File: src/hdl/cbd_pkg.sv
`default_nettype none

package cbd_pkg;

	// Queue geometry.
	localparam int DEPTH = 1024;
	localparam int IDX_W = (DEPTH > 1) ? $clog2(DEPTH) : 1;
	localparam int CNT_W = $clog2(DEPTH + 1);

	// Field widths of the words on the two channels.
	localparam int WORD_W = 32;
	localparam int MODE_W = 3;
	localparam int STAT_W = 2;
	localparam int OCC_W = 11;

	// Operation codes.
	localparam logic [MODE_W-1:0] MODE_PUSH_FRONT = 3'd0;
	localparam logic [MODE_W-1:0] MODE_PUSH_BACK = 3'd1;
	localparam logic [MODE_W-1:0] MODE_POP_FRONT = 3'd2;
	localparam logic [MODE_W-1:0] MODE_POP_BACK = 3'd3;
	localparam logic [MODE_W-1:0] MODE_PEEK_FRONT = 3'd4;
	localparam logic [MODE_W-1:0] MODE_PEEK_BACK = 3'd5;
	localparam logic [MODE_W-1:0] MODE_CLEAR = 3'd6;

	// Status codes.
	localparam logic [STAT_W-1:0] STATUS_OK = 2'd0;
	localparam logic [STAT_W-1:0] STATUS_EMPTY = 2'd1;
	localparam logic [STAT_W-1:0] STATUS_FULL = 2'd2;

	// Request word.
	typedef struct packed {
		logic [MODE_W-1:0] mode;
		logic signed [WORD_W-1:0] push_value;
	} cbd_req_t;

	// Response word.
	typedef struct packed {
		logic signed [WORD_W-1:0] read_value;
		logic [STAT_W-1:0] status;
		logic [OCC_W-1:0] occupancy;
		logic is_full;
		logic is_empty;
	} cbd_rsp_t;

	// Controller state.
	typedef enum logic {
		ST_IDLE,
		ST_READ
	} cbd_state_t;

	// Result handed from the controller to the output register.
	typedef struct packed {
		logic load;
		cbd_rsp_t rsp;
	} cbd_res_t;

	// Circular index steps.
	function automatic logic [IDX_W-1:0] step_up(input logic [IDX_W-1:0] i);
		return (i == IDX_W'(DEPTH - 1)) ? '0 : i + IDX_W'(1);
	endfunction

	function automatic logic [IDX_W-1:0] step_down(input logic [IDX_W-1:0] i);
		return (i == '0) ? IDX_W'(DEPTH - 1) : i - IDX_W'(1);
	endfunction

endpackage

`default_nettype wire

File: src/hdl/cbd_ctrl.sv
`default_nettype none

module cbd_ctrl
	import cbd_pkg::*;
(
	input wire logic clk,
	input wire logic arst_n,
	input wire logic req_fire,
	input wire cbd_req_t req,
	output logic idle,
	output logic mem_we,
	output logic [IDX_W-1:0] mem_waddr,
	output logic [WORD_W-1:0] mem_wdata,
	output logic mem_re,
	output logic [IDX_W-1:0] mem_raddr,
	input wire logic [WORD_W-1:0] mem_rdata,
	output cbd_res_t res
);

	cbd_state_t state_q, state_d;
	logic [IDX_W-1:0] front_q, front_d;
	logic [IDX_W-1:0] back_q, back_d;
	logic [CNT_W-1:0] count_q, count_d;
	cbd_rsp_t pend_q, rsp_now;
	logic full, empty;

	assign full = (count_q == CNT_W'(DEPTH));
	assign empty = (count_q == '0);

	// Control registers.
	always_ff @(posedge clk or negedge arst_n) begin
		if (!arst_n) begin
			state_q <= ST_IDLE;
			front_q <= IDX_W'(1);
			back_q <= '0;
			count_q <= '0;
		end else begin
			state_q <= state_d;
			front_q <= front_d;
			back_q <= back_d;
			count_q <= count_d;
		end
	end

	// Response fields held while the memory read is in flight.
	always_ff @(posedge clk) begin
		if (req_fire) begin
			pend_q <= rsp_now;
		end
	end

	// Decode the operation, update indices and count, and drive the memory.
	always_comb begin
		state_d = state_q;
		front_d = front_q;
		back_d = back_q;
		count_d = count_q;
		mem_we = 1'b0;
		mem_waddr = front_q;
		mem_wdata = req.push_value;
		mem_re = 1'b0;
		mem_raddr = front_q;
		rsp_now = '0;
		rsp_now.status = STATUS_OK;
		res = '0;
		idle = (state_q == ST_IDLE);

		case (state_q)
			ST_IDLE: begin
				if (req_fire) begin
					case (req.mode)
						MODE_PUSH_FRONT: begin
							if (full) begin
								rsp_now.status = STATUS_FULL;
							end else begin
								front_d = step_down(front_q);
								mem_we = 1'b1;
								mem_waddr = front_d;
								count_d = count_q + CNT_W'(1);
							end
						end
						MODE_PUSH_BACK: begin
							if (full) begin
								rsp_now.status = STATUS_FULL;
							end else begin
								back_d = step_up(back_q);
								mem_we = 1'b1;
								mem_waddr = back_d;
								count_d = count_q + CNT_W'(1);
							end
						end
						MODE_POP_FRONT: begin
							if (empty) begin
								rsp_now.status = STATUS_EMPTY;
							end else begin
								mem_re = 1'b1;
								mem_raddr = front_q;
								front_d = step_up(front_q);
								count_d = count_q - CNT_W'(1);
							end
						end
						MODE_POP_BACK: begin
							if (empty) begin
								rsp_now.status = STATUS_EMPTY;
							end else begin
								mem_re = 1'b1;
								mem_raddr = back_q;
								back_d = step_down(back_q);
								count_d = count_q - CNT_W'(1);
							end
						end
						MODE_PEEK_FRONT: begin
							if (empty) begin
								rsp_now.status = STATUS_EMPTY;
							end else begin
								mem_re = 1'b1;
								mem_raddr = front_q;
							end
						end
						MODE_PEEK_BACK: begin
							if (empty) begin
								rsp_now.status = STATUS_EMPTY;
							end else begin
								mem_re = 1'b1;
								mem_raddr = back_q;
							end
						end
						MODE_CLEAR: begin
							front_d = IDX_W'(1);
							back_d = '0;
							count_d = '0;
						end
						default: begin
						end
					endcase

					rsp_now.occupancy = OCC_W'(count_d);
					rsp_now.is_full = (count_d == CNT_W'(DEPTH));
					rsp_now.is_empty = (count_d == '0);

					// Reads finish next cycle; everything else answers at once.
					if (mem_re) begin
						state_d = ST_READ;
					end else begin
						res.load = 1'b1;
						res.rsp = rsp_now;
					end
				end
			end
			ST_READ: begin
				res.load = 1'b1;
				res.rsp = pend_q;
				res.rsp.read_value = mem_rdata;
				state_d = ST_IDLE;
			end
			default: begin
				state_d = ST_IDLE;
			end
		endcase
	end

endmodule

`default_nettype wire
File: config.mk
export PLATFORM = sky130hd
export DESIGN_NAME = cbd_ctrl
export DESIGN_NICKNAME = d
export VERILOG_FILES = /design/src/hdl/cbd_pkg.sv /design/src/hdl/cbd_ctrl.sv
export SDC_FILE = /design/constraint.sdc
export NUM_CORES = 1
export LEC_CHECK = 0
export ABC_AREA = 1
export BUFFER_PORTS_ARGS = -buffer_cell sky130_fd_sc_hd__buf_4
export CORE_AREA = 3 3 113 115
export CTS_CLUSTER_DIAMETER = 120
export DETAILED_ROUTE_END_ITERATION = 16
export DIE_AREA = 0 0 116 118
export PLACE_DENSITY = 0.66
export SLEW_MARGIN = 30
export SYNTH_ARGS = -nofsm -noshare
export SYNTH_HDL_FRONTEND = slang
export SYNTH_SLANG_ARGS = --single-unit
File: constraint.sdc
create_clock -name clk -period 3.1 [get_ports clk]
set_input_delay 0 -clock clk [delete_from_list [all_inputs] [get_ports clk]]
set_output_delay 0 -clock clk [all_outputs]
set_load 0.01 [all_outputs]
==> out/metrics.yaml, run 1 <==
yosysSeqAreaShare_pct: 26.4
clk_path_buf_depth: 2
die-area_um2: 13700
grt_setup_unrepaired: "no"
routabilityCongestion: 0.880
drt-pass1-iter-count: 5
maxCapViolCount: 0
drt-initial-drc-count: 229
fin_crit_sh_pct: 88.1
r2r_end: "back_q[0]"
setup.worst_path.class: "flop to output port"
hp-class: "input port to output port"
vias: 4994
cts-root-buf: "clkbuf_16"
layout.cells.non_filler: 981
cp_max_fo: 14
start_util_pct: 39.8
yosysTopAreaCell: "nand2_1"
vdd_drop_max_v: 0.000395
tightest_slew_ps: 850
crit_end: "res[12]"
critPathSlowestCell: "nor2_1"
netlist.area_leader.share_pct: 16.7
cts_buffers: 5
die_y_um: 118
syn_to_final_growth_pct: 17.1
postSynth.asyncResetShare_pct: 68.1
num_antenna_cells: 0
finalSetupViolCount: 0
end_kind: "output port"
finalMaxSlewViolations: 0
post_cts.repair.setup_buffers: 0
wire_per_inst_um: 13.9
core_um2: 11900
synth_cell_types: 42
reg2reg_slack_ps: 720
hpwl_um: 10300
min_period_ps: 2730
power_mw: 4.45
cts_tree: "built"
grt_first_pass_wirelength_um: 22000
postSynthCellCount: 772
syn-cell-area_um2: 4740
r2r_start: "count_q[0]"
clk_latency_ps: 300
grt_use_total_pct: 19.4
whs_ps: 0.00389
dp_cells: 972
skew_ps: 5.31
crit_path_start: "count_q[0]"
critPathArrivalTime_ps: 2730
final_net_count: 913
synthTopCellsByCount: "nand2_1, inv_1, nor2_1"
cpMostUsedCell: "inv_1"
cts_resized: 0
num_rows: 40
drive_gt1_share_pct: 18.2
start_kind: "flop"
viasPerCell: 5.09
ys_warn_count: 0
grt_max_degree: 53
dominantRegCellSynth: "dfrtp_1"
die_w_um: 116
antenna_found_initial: 0
maxSlewHeadroom_pct: 43.1
crit_buf_inv: 4
ys_ff_latch: 47
grt_overflow: 0
max_stage_delay_ps: 650
powerDensity_nw_per_um2: 801
worstPathCellList: "inv_1, ha_1, nand2_4, nor2_8, nand2_4, inv_1, nor2_1, o21ai_0, o211ai_1, inv_1, buf_4"
reg2reg_depth: 11
synth_edf_count: 15
fin_setup_tns_ps: 0
syn_avg_cell_area_um2: 6.14
ios: 173
p_leak_nw: 3.06
worst_slack_ps: 368
cts_hold_buf: 1
synthTopCellsByArea: "nand2_1, dfrtp_1, edfxtp_1"
first_global_vias: 4555
ant_nets: 0
routed_wl_um: 13600
synth_most_common_cell: "nand2_1"
drc_errors: 0
numPortBuffers: 108
nFillCells: 1284
critPathTopFamily: "simple AND/OR/NAND/NOR gates"
place_ws_ps: 659
critPathRequiredTime_ps: 3100
clk_pin_slew_ps: 70
h-tree-depth: 2
outcome: "complete, no violations"
cp.depth: 11
synth_nets: 852
finalHoldViolCount: 0
clock-sinks: 47
max_freq_ghz: 0.366
[registers in the layout, indices dropped and copies added, names as in the netlist]
signal   cells
pend_q      15
count_q     11
back_q      10
front_q     10
state_q      1
[kinds of logic after synthesis]
group	Yosys count	share of synthesized area (%)
and+or+nand+nor	392	36.3
buffers and inverters	177	17.0
AOI/OAI and AO/OA	135	15.6
DFF	47	26.4
xor gates and xnor gates	11	2.03
adders and majority gates	10	2.64
[how the worst min path moves through the flow]
stage / slack [ps] / depth (start not counted) / startpoint / end
2_1_floorplan: -300 / 0 / arst_n / back_q[0]
3_3_place_gp: -10 / 1 / arst_n / count_q[6]
3_5_place_dp: -10 / 1 / arst_n / count_q[5]
4_1_cts: 0.07 / 0 / req[11] / mem_wdata[11]
5_1_grt: 0.02 / 0 / req[28] / mem_wdata[28]
6_report: 0.004 / 0 / req[0] / mem_wdata[0]
[metrics by stage]
step,util [%],cell area [µm²]
floorplan,-,4740
global placement,45.4,5400
detailed placement,45.4,5410
CTS,46.6,5550
global route,46.6,5550
finish,46.6,5550
[cell type report]
type                    count  area (µm²)  share of cell area [%]
clock buffers               6         129                    2.32
multi-input cells         548        2680                    48.3
well taps                 147         184                    3.31
clock inverters             2        7.51                   0.135
inverters                 118         443                    7.98
repair buffers            113         851                    15.3
flip-flops and latches     47        1250                    22.6
[metal layers]
metal  track usage [%]  share of wire [%]  up-vias
met3              3.65                8.0       15
met2              32.9                 48      188
met4              4.35                1.0        0
li1                  -                  -     2573
met5                 0                  0        -
met1              25.5                 43     2218
[layout by cell type, fill, tap and decap left out, types with 3 or more instances in the layout]
cell type,synthesis,final
nand2_1,211,211
buf_4,32,112
inv_1,108,108
nor2_1,78,77
o21ai_0,57,57
nand3_1,54,54
dfrtp_1,31,30
o21ai_1,27,27
a21oi_1,21,21
edfxtp_1,15,15
nand4_1,13,13
xor2_1,11,11
ha_1,10,10
nor3_1,9,9
a22oi_1,9,9
a31oi_1,9,9
inv_2,8,8
nor2_2,6,7
nand3_2,5,5
clkbuf_16,0,5
clkinv_1,2,4
nand2_4,3,3
or2_2,3,3
o211ai_1,3,3
[where the power goes]
part           internal [mW]  switching (mW)
Combinational          0.994            1.65
Sequential             0.894           0.365
Clock                  0.295           0.252
(Power assumes the default switching activity.)
==> inputs of run 2 (changes only) <==
--- a/config.mk
+++ b/config.mk
@@ -11,7 +11,7 @@
 export CTS_CLUSTER_DIAMETER = 120
 export DETAILED_ROUTE_END_ITERATION = 16
 export DIE_AREA = 0 0 116 118
-export PLACE_DENSITY = 0.66
+export PLACE_DENSITY = 0.73
 export SLEW_MARGIN = 30
 export SYNTH_ARGS = -nofsm -noshare
 export SYNTH_HDL_FRONTEND = slang
==> out/metrics.yaml, run 2 (same netlist as run 1, synthesis figures left out) <==
outcome: "complete, no violations"
final_net_count: 913
skew_ps: 13.3
place_ws_ps: 570
vias: 5011
nFillCells: 1222
grt_overflow: 0
clk_pin_slew_ps: 70
viasPerCell: 5.11
cts_buffers: 5
syn_to_final_growth_pct: 17.8
die_w_um: 116
maxCapViolCount: 0
p_leak_nw: 3.08
clk_path_buf_depth: 2
top_regs: "pend_q x15, count_q x11"
h-tree-depth: 2
max_freq_ghz: 0.362
finalSetupViolCount: 0
fin_setup_tns_ps: 0
finalMaxSlewViolations: 0
drive_gt1_share_pct: 18.5
clk_latency_ps: 290
core_um2: 11900
vdd_drop_max_v: 0.000381
num_rows: 40
wire_per_inst_um: 13.6
num_antenna_cells: 0
regArea_um2: 1250
start_util_pct: 39.8
clock-sinks: 47
largest-register: "pend_q"
cts-root-buf: "clkbuf_16"
ios: 173
grt_first_pass_wirelength_um: 21700
grt_setup_unrepaired: "no"
finalHoldViolCount: 0
tightest_slew_ps: 860
ant_nets: 0
fin_crit_sh_pct: 89.1
die-area_um2: 13700
routabilityCongestion: 0.979
cts_tree: "built"
routed_wl_um: 13300
setup.worst_path.class: "flop to output port"
min_period_ps: 2760
grt_use_total_pct: 19.0
numPortBuffers: 108
powerDensity_nw_per_um2: 811
mostFrequentLayoutCells: "nand2_1, buf_4, inv_1, nor2_1, o21ai_0"
final_util_pct: 46.9
hp-class: "input port to output port"
cp_max_fo: 14
critPathArrivalTime_ps: 2760
worst_slack_ps: 338
post_cts.repair.setup_buffers: 0
largest_reg_flops: 15
hpwl_um: 10100
multi_input_area_um2: 2680
drt-initial-drc-count: 333
first_global_vias: 4625
antenna_found_initial: 0
grt_max_degree: 53
drc_errors: 0
start_kind: "flop"
drt-pass1-iter-count: 5
final_common_cell: "nand2_1"
maxSlewHeadroom_pct: 42.4
end_kind: "output port"
critPathRequiredTime_ps: 3100
die_y_um: 118
-- run 2: final cells by class --
cell class / instances / share of cell area (%)
Tap cell: 147 / 3.29
Clock inverter: 3 / 0.829
Clock buffer: 5 / 2.24
Sequential cell: 47 / 22.4
Multi-Input combinational cell: 548 / 48.1
Timing Repair Buffer: 113 / 15.2
Inverter: 118 / 7.93
-- run 2: repair_timing --
action,CTS,global route
hold buffers,1,0
resized for setup,0,0
endpoints found under the hold margin,31,0
-- run 2: layer usage --
layer / GRT usage [%] / wire length [µm] / vias up / share of wire (%)
met5: 0 / 0 / - / 0
met4: 6.53 / 322 / 0 / 2.4
met3: 3.14 / 1110 / 27 / 8.3
met2: 31.5 / 6110 / 225 / 46
met1: 24.8 / 5760 / 2195 / 43
li1: - / - / 2564 / -
-- run 2: critical path, stage by stage, from the launching register on --
cell and delay [ps]:
dfrtp_1 420, inv_1 150, ha_1 270, nand2_4 100
nor2_8 60, nand2_4 160, inv_1 80, nor2_1 660
nor2_1 200, a22o_1 240, buf_4 140
-- run 2: where the power goes --
part / leakage [nW] / internal (mW) / switching (mW)
sequential: 0.553 / 0.894 / 0.357
clock: 0.0804 / 0.384 / 0.246
combinational: 2.44 / 0.996 / 1.65
-- run 2: path summary, 6_finish.rpt --
kind	start	end	slack [ps]	cells past startpoint
worst max-delay path	count_q[0]	res[14]	340	10
max in group asynchronous	arst_n	front_q[0]	2540	2
min in group asynchronous	arst_n	count_q[6]	210	2
worst min register to register	back_q[1]	back_q[1]	630	2
worst max register to register	count_q[0]	back_q[2]	710	11
worst min-delay path	req[0]	mem_wdata[0]	0.004	0
-- run 2: per-stage QoR --
step                      hold WS, ps  total power, mW  std cells  cell area, µm²
after CTS                      0.0686             4.53        981            5590
final                         0.00443             4.53        981            5590
after global placement          -14.3             3.85        972            5400
after global routing           0.0151             4.95        981            5590
after floorplan                  -296             3.08        772            4740
after detailed placement        -13.6             3.87        972            5400
==> inputs of run 3 (changes only) <==
--- a/config.mk
+++ b/config.mk
@@ -7,11 +7,11 @@
 export LEC_CHECK = 0
 export ABC_AREA = 1
 export BUFFER_PORTS_ARGS = -buffer_cell sky130_fd_sc_hd__buf_4
-export CORE_AREA = 3 3 113 115
+export CORE_AREA = 3 3 121 123
 export CTS_CLUSTER_DIAMETER = 120
 export DETAILED_ROUTE_END_ITERATION = 16
-export DIE_AREA = 0 0 116 118
-export PLACE_DENSITY = 0.73
+export DIE_AREA = 0 0 124 126
+export PLACE_DENSITY = 0.66
 export SLEW_MARGIN = 30
 export SYNTH_ARGS = -nofsm -noshare
 export SYNTH_HDL_FRONTEND = slang
==> out/metrics.yaml, run 3 (same netlist as run 1, synthesis figures left out) <==
powerDensity_nw_per_um2: 800
cts_buffers: 5
clk_path_buf_depth: 2
p_leak_nw: 3.06
grt_setup_unrepaired: "no"
top_regs: "pend_q x15, count_q x11"
seqPwrFrac_pct: 28.2
tightest_slew_ps: 850
grt_overflow: 0
hp-class: "input port to output port"
core_um2: 13800
finalMaxSlewViolations: 0
die_y_um: 126
antenna_found_initial: 0
cp_max_fo: 12
grt_use_total_pct: 17.6
die-area_um2: 15600
max_stage_delay_ps: 570
final_common_cell: "nand2_1"
routed_wl_um: 14100
vias: 5018
numPortBuffers: 108
final_util_pct: 40.6
sw_frac_of_total_pct: 51.1
final_net_count: 912
start_util_pct: 34.4
worstPathCellList: "nor2_1, inv_1, nor2_1, inv_1, nand2_1, a21boi_1, buf_4"
viasPerCell: 4.95
clk_pin_slew_ps: 60
skew_ps: 9.10
p_switching_mw: 2.29
critPathRequiredTime_ps: 3100
p_comb_share_pct: 59.5
grt_max_degree: 53
finalSetupViolCount: 0
routabilityCongestion: 0.941
maxCapViolCount: 0
cts-root-buf: "clkbuf_16"
end_kind: "output port"
drt-pass1-iter-count: 5
start_kind: "flop"
ant_nets: 0
syn_to_final_growth_pct: 17.8
drive_gt1_share_pct: 18.2
setup.worst_path.class: "flop to output port"
clkPwrFrac_pct: 12.3
fin_crit_sh_pct: 90.3
die_w_um: 124
largest-register: "pend_q"
mostFrequentLayoutCells: "nand2_1, buf_4, inv_1, nor2_1, o21ai_0"
clock-sinks: 47
num_rows: 43
clk_latency_ps: 310
power.internal_mw: 2.18
grt_first_pass_wirelength_um: 22200
drt-initial-drc-count: 376
cts_tree: "built"
outcome: "complete, no violations"
maxSlewHeadroom_pct: 43.3
wire_per_inst_um: 13.9
largest_reg_flops: 15
vdd_drop_max_v: 0.000372
num_antenna_cells: 0
first_global_vias: 4461
drc_errors: 0
fin_setup_tns_ps: 0
critPathSlowestCell: "nor2_1"
finalHoldViolCount: 0
post_cts.repair.setup_buffers: 0
max_freq_ghz: 0.357
critPathArrivalTime_ps: 2800
h-tree-depth: 2
ios: 173
min_period_ps: 2800
hpwl_um: 10700
[run 3: cell count changes in the layout (fill, tap and decap cells not counted), sizes merged]
cell      previous run  this run
clkinv               2         4
buf                112       111
bufinv               1         0
clkbuf               5         6
clkinvlp             1         0
inv                117       116
[run 3: path summary, 6_finish.rpt]
path,slack [ps],cells past startpoint,to,start
hold reg to reg,630,2,back_q[5],back_q[5]
max in group asynchronous,2520,2,front_q[0],arst_n
setup / recovery,300,7,mem_waddr[1],state_q
min in group asynchronous,210,2,count_q[4],arst_n
setup reg to reg,570,10,front_q[3],count_q[0]
hold / removal,0.004,0,mem_wdata[28],req[28]
[run 3: per-layer routing]
layer  vias up  GRT usage [%]  share of wire (%)
met5         -              0                  0
met4         0           4.77                1.4
met3        15           2.78                7.6
met2       182           28.3                 47
met1      2256           24.5                 45
li1       2565              -                  -
[run 3: repair_timing]
item                       4_1_cts  5_1_grt
hold endpoints to repair        31        0
hold buffers                     1        0
setup endpoints to repair        0        1
resized for setup                0        1
[run 3: critical path: cells and delay by family (launching register included)]
kind,cells,cell delay (ps)
AOI/OAI and AO/OA,1,210
buffers and inverters,3,690
DFF,1,380
and+or+nand+nor,3,1220
[run 3: power by group through the flow]
| stage | clock [mW] | combinational, mW | sequential (mW) |
|---|---|---|---|
| floorplan | 0 | 2.01 | 1.08 |
| global placement | 0 | 2.63 | 1.26 |
| detailed placement | 0 | 2.64 | 1.26 |
| CTS | 0.564 | 2.65 | 1.25 |
| global route | 0.584 | 2.99 | 1.30 |
| finish | 0.551 | 2.66 | 1.26 |
[run 3: layout make-up]
| class | count | area, µm² |
|---|---|---|
| fillers | 1536 | 8190 |
| multi-input cells | 548 | 2690 |
| flip-flops and latches | 47 | 1250 |
| repair buffers | 112 | 843 |
| inverters | 118 | 443 |
| well taps | 180 | 225 |
| clock buffers | 6 | 129 |
| clock inverters | 2 | 8.76 |
[run 3: stage by stage]
stage | power [mW] | instance area (µm²) | hold WS (ps) | setup WS, ps | cells
after global placement | 3.89 | 5440 | -7.10 | 555 | 1004
after CTS | 4.47 | 5590 | 0.0686 | 234 | 1013
after floorplan | 3.08 | 4740 | -296 | 1200 | 772
after global routing | 4.88 | 5590 | 0.0151 | 90.8 | 1013
final | 4.47 | 5590 | 0.00389 | 300 | 1013
after detailed placement | 3.90 | 5440 | -3.53 | 577 | 1004
